===== config.mk =====
export PLATFORM = sky130hd
export DESIGN_NAME = char_buffer_insert_delete_block
export DESIGN_NICKNAME = d
export VERILOG_FILES = /design/src/rtl/cbid_pkg.sv /design/src/rtl/cbid_ram.sv /design/src/rtl/char_buffer_insert_delete_block.sv
export SDC_FILE = /design/constraint.sdc
export NUM_CORES = 1
export LEC_CHECK = 0
export BUFFER_PORTS_ARGS = -buffer_cell sky130_fd_sc_hd__buf_2
export CORE_MARGIN = 4
export CORE_UTILIZATION = 45
export DETAILED_ROUTE_END_ITERATION = 8
export PLACE_DENSITY = 0.59
export SETUP_SLACK_MARGIN = 0.3
export SLEW_MARGIN = 30
export SYNTH_ARGS = -nofsm -noshare
export SYNTH_HDL_FRONTEND = slang
export SYNTH_SLANG_ARGS = --single-unit

===== constraint.sdc =====
create_clock -name clock -period 7.35 [get_ports clock]
set_input_delay 2.205 -clock clock [delete_from_list [all_inputs] [get_ports clock]]
set_output_delay 2.205 -clock clock [all_outputs]
set_load 0.02 [all_outputs]

===== src/rtl/cbid_pkg.sv =====
// Shared types and constants for the character buffer insert/delete block.
// No dependencies; used by rtl/char_buffer_insert_delete_block.sv.

package cbid_pkg;

   // Buffer geometry
   localparam int CAPACITY = 64;
   localparam int ADDR_W   = $clog2(CAPACITY);
   localparam int FILL_W   = $clog2(CAPACITY + 1);
   localparam int CHAR_W   = 8;
   localparam int CMD_W    = 3;

   // Command codes
   localparam logic [CMD_W-1:0] CMD_APPEND    = 3'd0;
   localparam logic [CMD_W-1:0] CMD_INSERT    = 3'd1;
   localparam logic [CMD_W-1:0] CMD_DELETE    = 3'd2;
   localparam logic [CMD_W-1:0] CMD_OVERWRITE = 3'd3;
   localparam logic [CMD_W-1:0] CMD_READ      = 3'd4;

   // Sequencer states
   typedef enum logic [2:0] {
      ST_IDLE,
      ST_MOVE,
      ST_DRAIN,
      ST_PUTCH,
      ST_RDWAIT,
      ST_FINISH
   } state_type;

endpackage


===== src/rtl/cbid_ram.sv =====
// Generic single write port, single read port RAM with registered read data.
// No dependencies.

module cbid_ram #(
   parameter int WIDTH = 8,
   parameter int DEPTH = 64
) (
   input  logic                     clock,
   input  logic                     wr_en,
   input  logic [$clog2(DEPTH)-1:0] wr_addr,
   input  logic [WIDTH-1:0]         wr_data,
   input  logic [$clog2(DEPTH)-1:0] rd_addr,
   output logic [WIDTH-1:0]         rd_data
);

   logic [WIDTH-1:0] store_ff [DEPTH];
   logic [WIDTH-1:0] rd_data_ff;

   // Write port
   always_ff @(posedge clock) begin
      if (wr_en) begin
         store_ff[wr_addr] <= wr_data;
      end
   end

   // Registered read port
   always_ff @(posedge clock) begin
      rd_data_ff <= store_ff[rd_addr];
   end

   assign rd_data = rd_data_ff;

endmodule


===== src/rtl/char_buffer_insert_delete_block.sv =====
// Top level of the character buffer with append, insert, block delete,
// overwrite and read. Depends on rtl/cbid_pkg.sv and rtl/cbid_ram.sv.
//
// Usage:
//   A request enters on req_* when req_valid is high and req_stall is low.
//   Each request gives exactly one response on rsp_*, taken when rsp_valid
//   is high and rsp_stall is low: the character read (0 unless an accepted
//   read), the character count after the command, and the accepted flag.
//   The block takes one request at a time; req_stall is high from the
//   accepting edge until the response is loaded into the output register.
//   Append, overwrite, rejected and unknown commands go from idle straight
//   to the finish state; read passes through the read-wait state. Insert
//   moves the tail up one entry a cycle, then writes the new character;
//   block delete moves the tail down. The rate is set by the single read
//   and single write port of the character RAM, one entry moved per
//   cycle.
//   A waiting response does not block the next request; a stalled
//   receiver holds the response steady and only delays the following one.
//   Reset (synchronous, active high) empties the buffer and drops any
//   pending response; RAM contents are left as they are.

module char_buffer_insert_delete_block
   import cbid_pkg::*;
(
   input  logic              clock,
   input  logic              reset,
   input  logic              req_valid,
   output logic              req_stall,
   input  logic [CMD_W-1:0]  req_command,
   input  logic [ADDR_W-1:0] req_position,
   input  logic [ADDR_W-1:0] req_end_position,
   input  logic [CHAR_W-1:0] req_char_value,
   output logic              rsp_valid,
   input  logic              rsp_stall,
   output logic [CHAR_W-1:0] rsp_read_char,
   output logic [FILL_W-1:0] rsp_used_count,
   output logic              rsp_accepted
);

   state_type         state_ff, state_in;
   logic [FILL_W-1:0] fill_ff, fill_in;
   logic [ADDR_W-1:0] pos_ff, pos_in;
   logic [CHAR_W-1:0] ch_ff, ch_in;
   logic [ADDR_W-1:0] src_ff, src_in;
   logic [ADDR_W-1:0] dst_ff, dst_in;
   logic [ADDR_W-1:0] last_ff, last_in;
   logic              up_ff, up_in;
   logic              wr_pend_ff, wr_pend_in;
   logic [ADDR_W-1:0] wr_addr_ff, wr_addr_in;
   logic              ok_ff, ok_in;
   logic [CHAR_W-1:0] rdchar_ff, rdchar_in;
   logic              rsp_valid_ff, rsp_valid_in;
   logic [CHAR_W-1:0] rsp_read_char_ff, rsp_read_char_in;
   logic [FILL_W-1:0] rsp_used_count_ff, rsp_used_count_in;
   logic              rsp_accepted_ff, rsp_accepted_in;

   logic              ram_wr_en;
   logic [ADDR_W-1:0] ram_wr_addr;
   logic [CHAR_W-1:0] ram_wr_data;
   logic [ADDR_W-1:0] ram_rd_addr;
   logic [CHAR_W-1:0] ram_rd_data;

   logic [FILL_W-1:0] pos_ext;
   logic [FILL_W-1:0] end_ext;
   logic [FILL_W-1:0] span;
   logic              not_full;
   logic              pos_in_range;
   logic              ins_ok;
   logic              del_ok;
   logic              out_free;

   cbid_ram #(
      .WIDTH (CHAR_W),
      .DEPTH (CAPACITY)
   ) u_ram (
      .clock   (clock),
      .wr_en   (ram_wr_en),
      .wr_addr (ram_wr_addr),
      .wr_data (ram_wr_data),
      .rd_addr (ram_rd_addr),
      .rd_data (ram_rd_data)
   );

   // Bounds checks on the incoming request
   assign pos_ext      = {1'b0, req_position};
   assign end_ext      = {1'b0, req_end_position};
   assign span         = end_ext - pos_ext + FILL_W'(1);
   assign not_full     = fill_ff < FILL_W'(CAPACITY);
   assign pos_in_range = pos_ext < fill_ff;
   assign ins_ok       = not_full && (pos_ext <= fill_ff);
   assign del_ok       = (req_position <= req_end_position) && (end_ext < fill_ff);
   assign out_free     = !rsp_valid_ff || !rsp_stall;

   // State and control registers
   always_ff @(posedge clock) begin
      if (reset) begin
         state_ff     <= ST_IDLE;
         fill_ff      <= '0;
         wr_pend_ff   <= 1'b0;
         rsp_valid_ff <= 1'b0;
      end else begin
         state_ff     <= state_in;
         fill_ff      <= fill_in;
         wr_pend_ff   <= wr_pend_in;
         rsp_valid_ff <= rsp_valid_in;
      end
   end

   // Payload registers
   always_ff @(posedge clock) begin
      pos_ff            <= pos_in;
      ch_ff             <= ch_in;
      src_ff            <= src_in;
      dst_ff            <= dst_in;
      last_ff           <= last_in;
      up_ff             <= up_in;
      wr_addr_ff        <= wr_addr_in;
      ok_ff             <= ok_in;
      rdchar_ff         <= rdchar_in;
      rsp_read_char_ff  <= rsp_read_char_in;
      rsp_used_count_ff <= rsp_used_count_in;
      rsp_accepted_ff   <= rsp_accepted_in;
   end

   // Sequencer: next state, RAM port control and response loading
   always_comb begin
      state_in          = state_ff;
      fill_in           = fill_ff;
      pos_in            = pos_ff;
      ch_in             = ch_ff;
      src_in            = src_ff;
      dst_in            = dst_ff;
      last_in           = last_ff;
      up_in             = up_ff;
      wr_pend_in        = wr_pend_ff;
      wr_addr_in        = wr_addr_ff;
      ok_in             = ok_ff;
      rdchar_in         = rdchar_ff;
      rsp_valid_in      = rsp_valid_ff && rsp_stall;
      rsp_read_char_in  = rsp_read_char_ff;
      rsp_used_count_in = rsp_used_count_ff;
      rsp_accepted_in   = rsp_accepted_ff;
      ram_wr_en         = 1'b0;
      ram_wr_addr       = wr_addr_ff;
      ram_wr_data       = ram_rd_data;
      ram_rd_addr       = src_ff;

      case (state_ff)
         ST_IDLE: begin
            ram_rd_addr = req_position;
            if (req_valid) begin
               pos_in     = req_position;
               ch_in      = req_char_value;
               rdchar_in  = '0;
               ok_in      = 1'b0;
               wr_pend_in = 1'b0;
               state_in   = ST_FINISH;
               case (req_command)
                  CMD_APPEND: begin
                     if (not_full) begin
                        ram_wr_en   = 1'b1;
                        ram_wr_addr = fill_ff[ADDR_W-1:0];
                        ram_wr_data = req_char_value;
                        fill_in     = fill_ff + FILL_W'(1);
                        ok_in       = 1'b1;
                     end
                  end
                  CMD_INSERT: begin
                     if (ins_ok) begin
                        fill_in = fill_ff + FILL_W'(1);
                        ok_in   = 1'b1;
                        if (pos_in_range) begin
                           // Tail moves up, last entry first
                           src_in   = fill_ff[ADDR_W-1:0] - ADDR_W'(1);
                           dst_in   = fill_ff[ADDR_W-1:0];
                           last_in  = req_position;
                           up_in    = 1'b0;
                           state_in = ST_MOVE;
                        end else begin
                           ram_wr_en   = 1'b1;
                           ram_wr_addr = req_position;
                           ram_wr_data = req_char_value;
                        end
                     end
                  end
                  CMD_DELETE: begin
                     if (del_ok) begin
                        fill_in = fill_ff - span;
                        ok_in   = 1'b1;
                        if ((end_ext + FILL_W'(1)) < fill_ff) begin
                           // Tail moves down, first entry first
                           src_in   = req_end_position + ADDR_W'(1);
                           dst_in   = req_position;
                           last_in  = ADDR_W'(fill_ff - FILL_W'(1));
                           up_in    = 1'b1;
                           state_in = ST_MOVE;
                        end
                     end
                  end
                  CMD_OVERWRITE: begin
                     if (pos_in_range) begin
                        ram_wr_en   = 1'b1;
                        ram_wr_addr = req_position;
                        ram_wr_data = req_char_value;
                        ok_in       = 1'b1;
                     end
                  end
                  CMD_READ: begin
                     if (pos_in_range) begin
                        ok_in    = 1'b1;
                        state_in = ST_RDWAIT;
                     end
                  end
                  default: begin
                     ok_in = 1'b0;
                  end
               endcase
            end
         end
         ST_MOVE: begin
            // Read the next source while writing the previous one
            ram_wr_en  = wr_pend_ff;
            wr_pend_in = 1'b1;
            wr_addr_in = dst_ff;
            if (src_ff == last_ff) begin
               state_in = ST_DRAIN;
            end else if (up_ff) begin
               src_in = src_ff + ADDR_W'(1);
               dst_in = dst_ff + ADDR_W'(1);
            end else begin
               src_in = src_ff - ADDR_W'(1);
               dst_in = dst_ff - ADDR_W'(1);
            end
         end
         ST_DRAIN: begin
            ram_wr_en  = 1'b1;
            wr_pend_in = 1'b0;
            state_in   = up_ff ? ST_FINISH : ST_PUTCH;
         end
         ST_PUTCH: begin
            ram_wr_en   = 1'b1;
            ram_wr_addr = pos_ff;
            ram_wr_data = ch_ff;
            state_in    = ST_FINISH;
         end
         ST_RDWAIT: begin
            rdchar_in = ram_rd_data;
            state_in  = ST_FINISH;
         end
         ST_FINISH: begin
            if (out_free) begin
               rsp_valid_in      = 1'b1;
               rsp_read_char_in  = rdchar_ff;
               rsp_used_count_in = fill_ff;
               rsp_accepted_in   = ok_ff;
               state_in          = ST_IDLE;
            end
         end
         default: begin
            state_in = ST_IDLE;
         end
      endcase
   end

   assign req_stall      = state_ff != ST_IDLE;
   assign rsp_valid      = rsp_valid_ff;
   assign rsp_read_char  = rsp_read_char_ff;
   assign rsp_used_count = rsp_used_count_ff;
   assign rsp_accepted   = rsp_accepted_ff;

endmodule

After elaboration in Yosys (flattened, before gate mapping). Memory sizes are Yosys's and may differ from the RTL's. A register that Yosys moved wholly into a read port is not among the register bits. Index checks and enable logic that the tools add are counted.

Register bits: 76. RAM bits: 512. Latch bits: 0. Output and inout port bits: 18. Word-level logic and storage cells: 160. Memories kept: 1. Bits in read-only memories: 0. Input bits: 27.

Multiply operators: 0. Equality and inequality tests: 24. Muxes and demuxes: 76. Reductions and logical operators: 25. Add/sub/neg operators: 12. Bitwise gates (word level): 0. Divide/modulo/power cells: 0. $lt $le $gt $ge: 6. Shift-type cells: 0.

Memory list: u_ram.store_ff (depth 64, bits a word 8, read ports 1, clocked after memory_dff 1, write ports 1, line cbid_ram.sv:16) `logic [WIDTH-1:0] store_ff [DEPTH];`.

Operators by type and width (count): 6-bit 2-to-1 mux (24); 6-bit one-hot mux with 2 select lines (6); 8-bit 2-to-1 mux (6); 8-bit one-hot mux with 2 select lines (2); 3-bit 2-to-1 mux (8); 8-bit one-hot mux with 3 select lines (1); 6-bit by 1-bit subtractor with 6-bit output, second input constant (4); 7-bit 2-to-1 mux (3); 7-bit one-hot mux with 3 select lines (1); 6-bit by 1-bit adder with 6-bit output, second input constant (3); 2-bit inequality test, second input constant (9); 6-bit one-hot mux with 3 select lines (1); 1-bit 2-to-1 mux (17); 3-bit one-hot mux with 5 select lines (1); 7-bit by 1-bit adder with 7-bit output, second input constant (2); 6-bit by 7-bit < comparator with 1-bit output (2); 3-bit by 2-bit == test with 1-bit output, second input constant (4); 3-bit inequality test, second input constant (4); 3-bit == test, second input constant (3); 1-bit one-hot mux with 3 select lines (3); 3-bit one-hot mux with 3 select lines (1); 3-bit nonzero test (3); 2-bit AND reduction (4); 8-bit AND reduction (1); other kinds (21) (30).

Longest topological paths before layout.
Word-level depth: 8. Depth in mapped cells: 13. Mapped depth without buffers: 12.

Hierarchy. Synthesis repeated with hierarchy kept, for this count alone.

Cell total of the unflattened synthesis: 1482. Area, all modules: 25274.2 um^2.

Modules (own cells, without submodules): cbid_ram (area an instance 20190.6 um^2, times used 1, sequential area each 15534.9 um^2, cells each 972); char_buffer_insert_delete_block (area an instance 5083.6 um^2, times used 1, sequential area each 2162.1 um^2, cells each 510).

Worst setup path before layout. OpenSTA, ideal clock, no wires.

Path type: input -> register. Start point: input req_position[4]. End point: memory u_ram.store_ff[0][0], data pin. Data arrival time: 6.382 ns. Setup slack: 0.267 ns. Stages: 8. Setup time: 0.701 ns. Path buffers: 1. Cells stage by stage: ha_1 -> a211oi_1 -> or2_2 -> a21oi_1 -> o211ai_1 -> buf_2 -> mux2i_1 -> o21ai_0.

Word-level cells in the longest chain between the ends: 6. Elaborated cells on any way between the ends: 9. Classes of those cells: order compare: 2; mux: 6; reduce/logical: 1.

Ends and longest elaborated chain: start: declaration (line char_buffer_insert_delete_block.sv:30) `input logic [ADDR_W-1:0] req_position,`; 6-bit by 7-bit < comparator with 1-bit output / 6-bit by 7-bit less-or-equal comparator with 1-bit output (equally long branches) (line char_buffer_insert_delete_block.sv:89, char_buffer_insert_delete_block.sv:90); 8-bit 2-to-1 mux / 1-bit logical AND (equally long branches) (line char_buffer_insert_delete_block.sv:172, char_buffer_insert_delete_block.sv:90); 8-bit 2-to-1 mux (line char_buffer_insert_delete_block.sv:169) `if (ins_ok) begin`; 8-bit one-hot mux with 3 select lines (*) (line char_buffer_insert_delete_block.sv:158) `case (req_command)`; 8-bit 2-to-1 mux (*) (line char_buffer_insert_delete_block.sv:151) `if (req_valid) begin`; 8-bit one-hot mux with 2 select lines (*) (line char_buffer_insert_delete_block.sv:148) `case (state_ff)`; named net ram_wr_data[0] (line char_buffer_insert_delete_block.sv:59) `logic [CHAR_W-1:0] ram_wr_data;`; end: declaration (line cbid_ram.sv:16).

Mark *: on every way through the listed nets, which the timed path passes. The rest lies on a longest branch.

Final worst setup path.
Start point: input req_position[4]. End point: memory u_ram.store_ff[37][0] (enable).

Word-level cells in the longest chain between the ends: 8. Elaborated cells on any way between the ends: 17. Classes of those cells: order compare: 2; mux: 14; reduce/logical: 1.

Ends and longest elaborated chain: 6-bit by 7-bit < comparator with 1-bit output / 6-bit by 7-bit less-or-equal comparator with 1-bit output (equally long branches) (line char_buffer_insert_delete_block.sv:89, char_buffer_insert_delete_block.sv:90); 1-bit 2-to-1 mux / 1-bit logical AND (equally long branches) (line char_buffer_insert_delete_block.sv:172, char_buffer_insert_delete_block.sv:90); 1-bit 2-to-1 mux (line char_buffer_insert_delete_block.sv:169); 1-bit one-hot mux with 3 select lines (line char_buffer_insert_delete_block.sv:158); 1-bit 2-to-1 mux (line char_buffer_insert_delete_block.sv:151); 1-bit one-hot mux with 3 select lines (line char_buffer_insert_delete_block.sv:148); 1-bit 2-to-1 mux (line cbid_ram.sv:21) `if (wr_en) begin`; 1-bit 2-to-1 mux (implied by the code) (line cbid_ram.sv:22) `store_ff[wr_addr] <= wr_data;`.

Several ways; a longest one is shown, not always the timed one.

==> qor.csv <==
metric,value,unit
H-tree level count,2,
CP Class,input pin to flip-flop,
Post-DP HPWL,43.2,mm
Die X,247,um
CP required,7.60,ns
CORE AREA,56500,sq um
global placer's final weighted congestion,0.904,
buffers added on ports,44,
status,completed,
fill count,4660,
Initial Utilization,45.5,%
share of layout cells above drive strength 1,16.1,%
Clock Pin Slew Worst Setup and Hold Paths,0.06,ns
die area,61000,sq um
maxcap violations,0,
hold buffer count at CTS,0,
Hold/Removal Path Class,flip-flop to flip-flop,
TritonCTS Buffers,59,
grt total ovfl,0,
Slew Limit Fails,0,
Async SR Flop Fraction,0,%
DRC violations left,0,
Critical Path Sink Type,flip-flop,
power share of the combinational group,34.1,%
fmax,173,MHz
DRT Wirelength,67.8,mm
DP Cell Count,2623,
switch share,36.5,%
top_reg_cell synth,edfxtp_1,
WL/cell,24.8,um
Mapped Cells,1835,
Tcrit/Tclk final,78.6,%
CTS tree,yes,
PostCTS Resize Cnt,0,
post-synthesis area per instance,14.0,sq um
clk sink count,596,
Die Ht,247,um
sequential share of the synthesized area,68.9,%
number of iterations in the first detailed-routing pass,5,
crit start category,input pin,
Synthesis Warnings,0,
final cell count without fillers,2734,
antenna violations before repair,0,
Setup Skew,0.0249,ns
post-place setup slack,0.926,ns
pwr/cell area,393,nW/um^2
initial DRC count,1664,
final antenna-violating net count,0,
Tot GR Track Use,22.2,%
"Hold Vio Cnt, Final",0,
"leading cell type in the layout, fill and taps excluded",edfxtp_1,
Setup TNS,0,ns
Hold Slack,0.420,ns
RSZ-0062 raised after global routing,false,
internal power,0.00733,W
NetSw,0.00421,W
vias,16200,
Area Growth Syn to Fin,14.4,%
Finish-stage setup viols,0,
most frequent cells in the layout,"576 x edfxtp_1, 317 x nand2_1, 96 x buf_4, 77 x nand3_1, 73 x mux2i_1",
crit path time final,5.78,ns
Tightest Pin Transition,0.955,ns
"Core Util, Final",52.0,%
pin count of the biggest net entering global routing,65,
post-CTS setup buffers,0,
Rows,87,
Vias/cell,5.93,
IO Count,45,
VDD IR-drop max,0.220,mV
worst rel slew slack,36.1,%
first-pass GRT wire length,102,mm
setup ws final,1.57,ns
CTS root buffer,clkbuf_16,
# nets final,2004,
clock share of power,26.2,%
vias in the first global route,15900,
Leak Pwr,10.0,nW
ANT cells,0,
synthesized net count,1910,
critical path arrival,6.02,ns
critical path peak fanout,10,
Post-synth EDFFs,576,
Sequential Power Share,39.7,%
worst skew pair latency,0.62,ns
Clock Path Buffers,3,
Syn Std Cell Area,25700,sq um
synthesis-stage register bit count,596,
Yosys cell types,68,
-- per-stage QoR --
stage                     power, W  area (sq um)
final                       0.0115         29400
after global routing        0.0120         29400
after CTS                   0.0116         29400
after detailed placement   0.00854         27400
after global placement     0.00845         27300
after floorplan            0.00693         25700
-- synthesized netlist by cell type, drive strengths merged, types with 4 or more instances --
cell type	instances	area share, %
o21bai	5	0.15
xnor2	18	0.61
a311o	4	0.16
or2	4	0.097
buf	32	0.61
nand2	317	4.6
nand3	77	1.5
a21oi	39	0.76
nand3b	7	0.20
or3	9	0.22
nand4	15	0.37
and2	8	0.19
inv	42	0.61
a211oi	11	0.34
mux2i	75	2.9
o21ai	45	0.88
nor4	68	1.9
clkbuf	80	1.2
a21o	7	0.20
dfxtp	20	1.6
mux2	6	0.26
nor3	16	0.37
a221oi	11	0.37
nand2b	9	0.22
mux4	32	2.8
nor2	49	0.72
nand4b	9	0.31
nor2b	5	0.12
and3	28	0.68
a32oi	59	2.0
a311oi	5	0.19
o31ai	5	0.15
ha	39	1.9
edfxtp	576	67
xor2	10	0.34
o211ai	8	0.23
a22o	8	0.27
a31oi	40	0.97
fa	9	0.70
-- worst paths after layout --
kind	end	start	slack [ns]	depth (start not counted)
hold / removal	rsp_read_char[1]$_DFFE_PP_	rdchar_ff[1]$_SDFFCE_PN0P_	0.42	0
setup / recovery	u_ram.store_ff[37][0]$_DFFE_PP_	req_position[4]	1.57	10
setup reg to reg	u_ram.store_ff[37][0]$_DFFE_PP_	fill_ff[2]$_SDFFE_PP0P_	2.38	10
hold reg to reg	rsp_read_char[1]$_DFFE_PP_	rdchar_ff[1]$_SDFFCE_PN0P_	0.42	0
-- power by group through the flow --
stage / Combinational (W) / Clock (W) / Sequential [W]
2_1_floorplan: 0.00228 / 0 / 0.00465
3_3_place_gp: 0.00380 / 0 / 0.00465
3_5_place_dp: 0.00388 / 0 / 0.00465
4_1_cts: 0.00389 / 0.00309 / 0.00458
5_1_grt: 0.00420 / 0.00323 / 0.00460
6_report: 0.00393 / 0.00303 / 0.00458
-- state kept, by name (all words and copies together) (netlist names) --
| register | cells |
|---|---|
| src_ff | 6 |
| wr_addr_ff | 6 |
| ch_ff | 8 |
| up_ff | 1 |
| state_ff | 3 |
| last_ff | 6 |
| u_ram.store_ff | 512 |
| rsp_accepted | 1 |
| u_ram.rd_data | 8 |
| fill_ff | 7 |
| rsp_valid | 1 |
| rsp_used_count | 7 |
| wr_pend_ff | 1 |
| rdchar_ff | 8 |
| ok_ff | 1 |
| rsp_read_char | 8 |
| pos_ff | 6 |
| dst_ff | 6 |
-- layout make-up --
type	instances	area (sq um)	area share [%]
inverter	43	161	0.549
timing repair buffer	145	1060	3.62
sequential	596	17700	60.2
clock inverter	40	408	1.39
multi-input combinational	1084	7590	25.8
clock buffer	70	1540	5.23
tap	756	946	3.22
-- layer usage --
metal	global-route usage [%]	share of wire, %	vias up
met1	30.9	43	8219
met3	4.14	6.5	110
met4	5.86	2.5	0
li1	-	-	7293
met2	36.3	48	587
met5	0	0	-
-- cell families (layout without fill, tap and decap cells) --
| logic type | after synthesis | after routing | share of synthesized area, % |
|---|---|---|---|
| multiplexers | 113 | 113 | 6.00 |
| AO/OA/AOI/OAI | 267 | 267 | 7.40 |
| flip-flops | 596 | 596 | 68.9 |
| adder cells (fa/ha/maj) | 48 | 48 | 2.60 |
| AND/OR/NAND/NOR | 628 | 628 | 11.8 |
| XOR/XNOR | 28 | 28 | 0.954 |
| buffers and inverters | 155 | 298 | 2.41 |
-- worst max-delay path, stage by stage --
cell	delay, ns
buf_2	0.23
ha_1	0.30
a211oi_1	0.43
nor2_1	0.16
o31a_1	0.36
o31a_1	0.30
a311o_1	0.37
or3_1	0.56
buf_4	0.30
nor4_2	0.79
(Power assumes the default switching activity.)
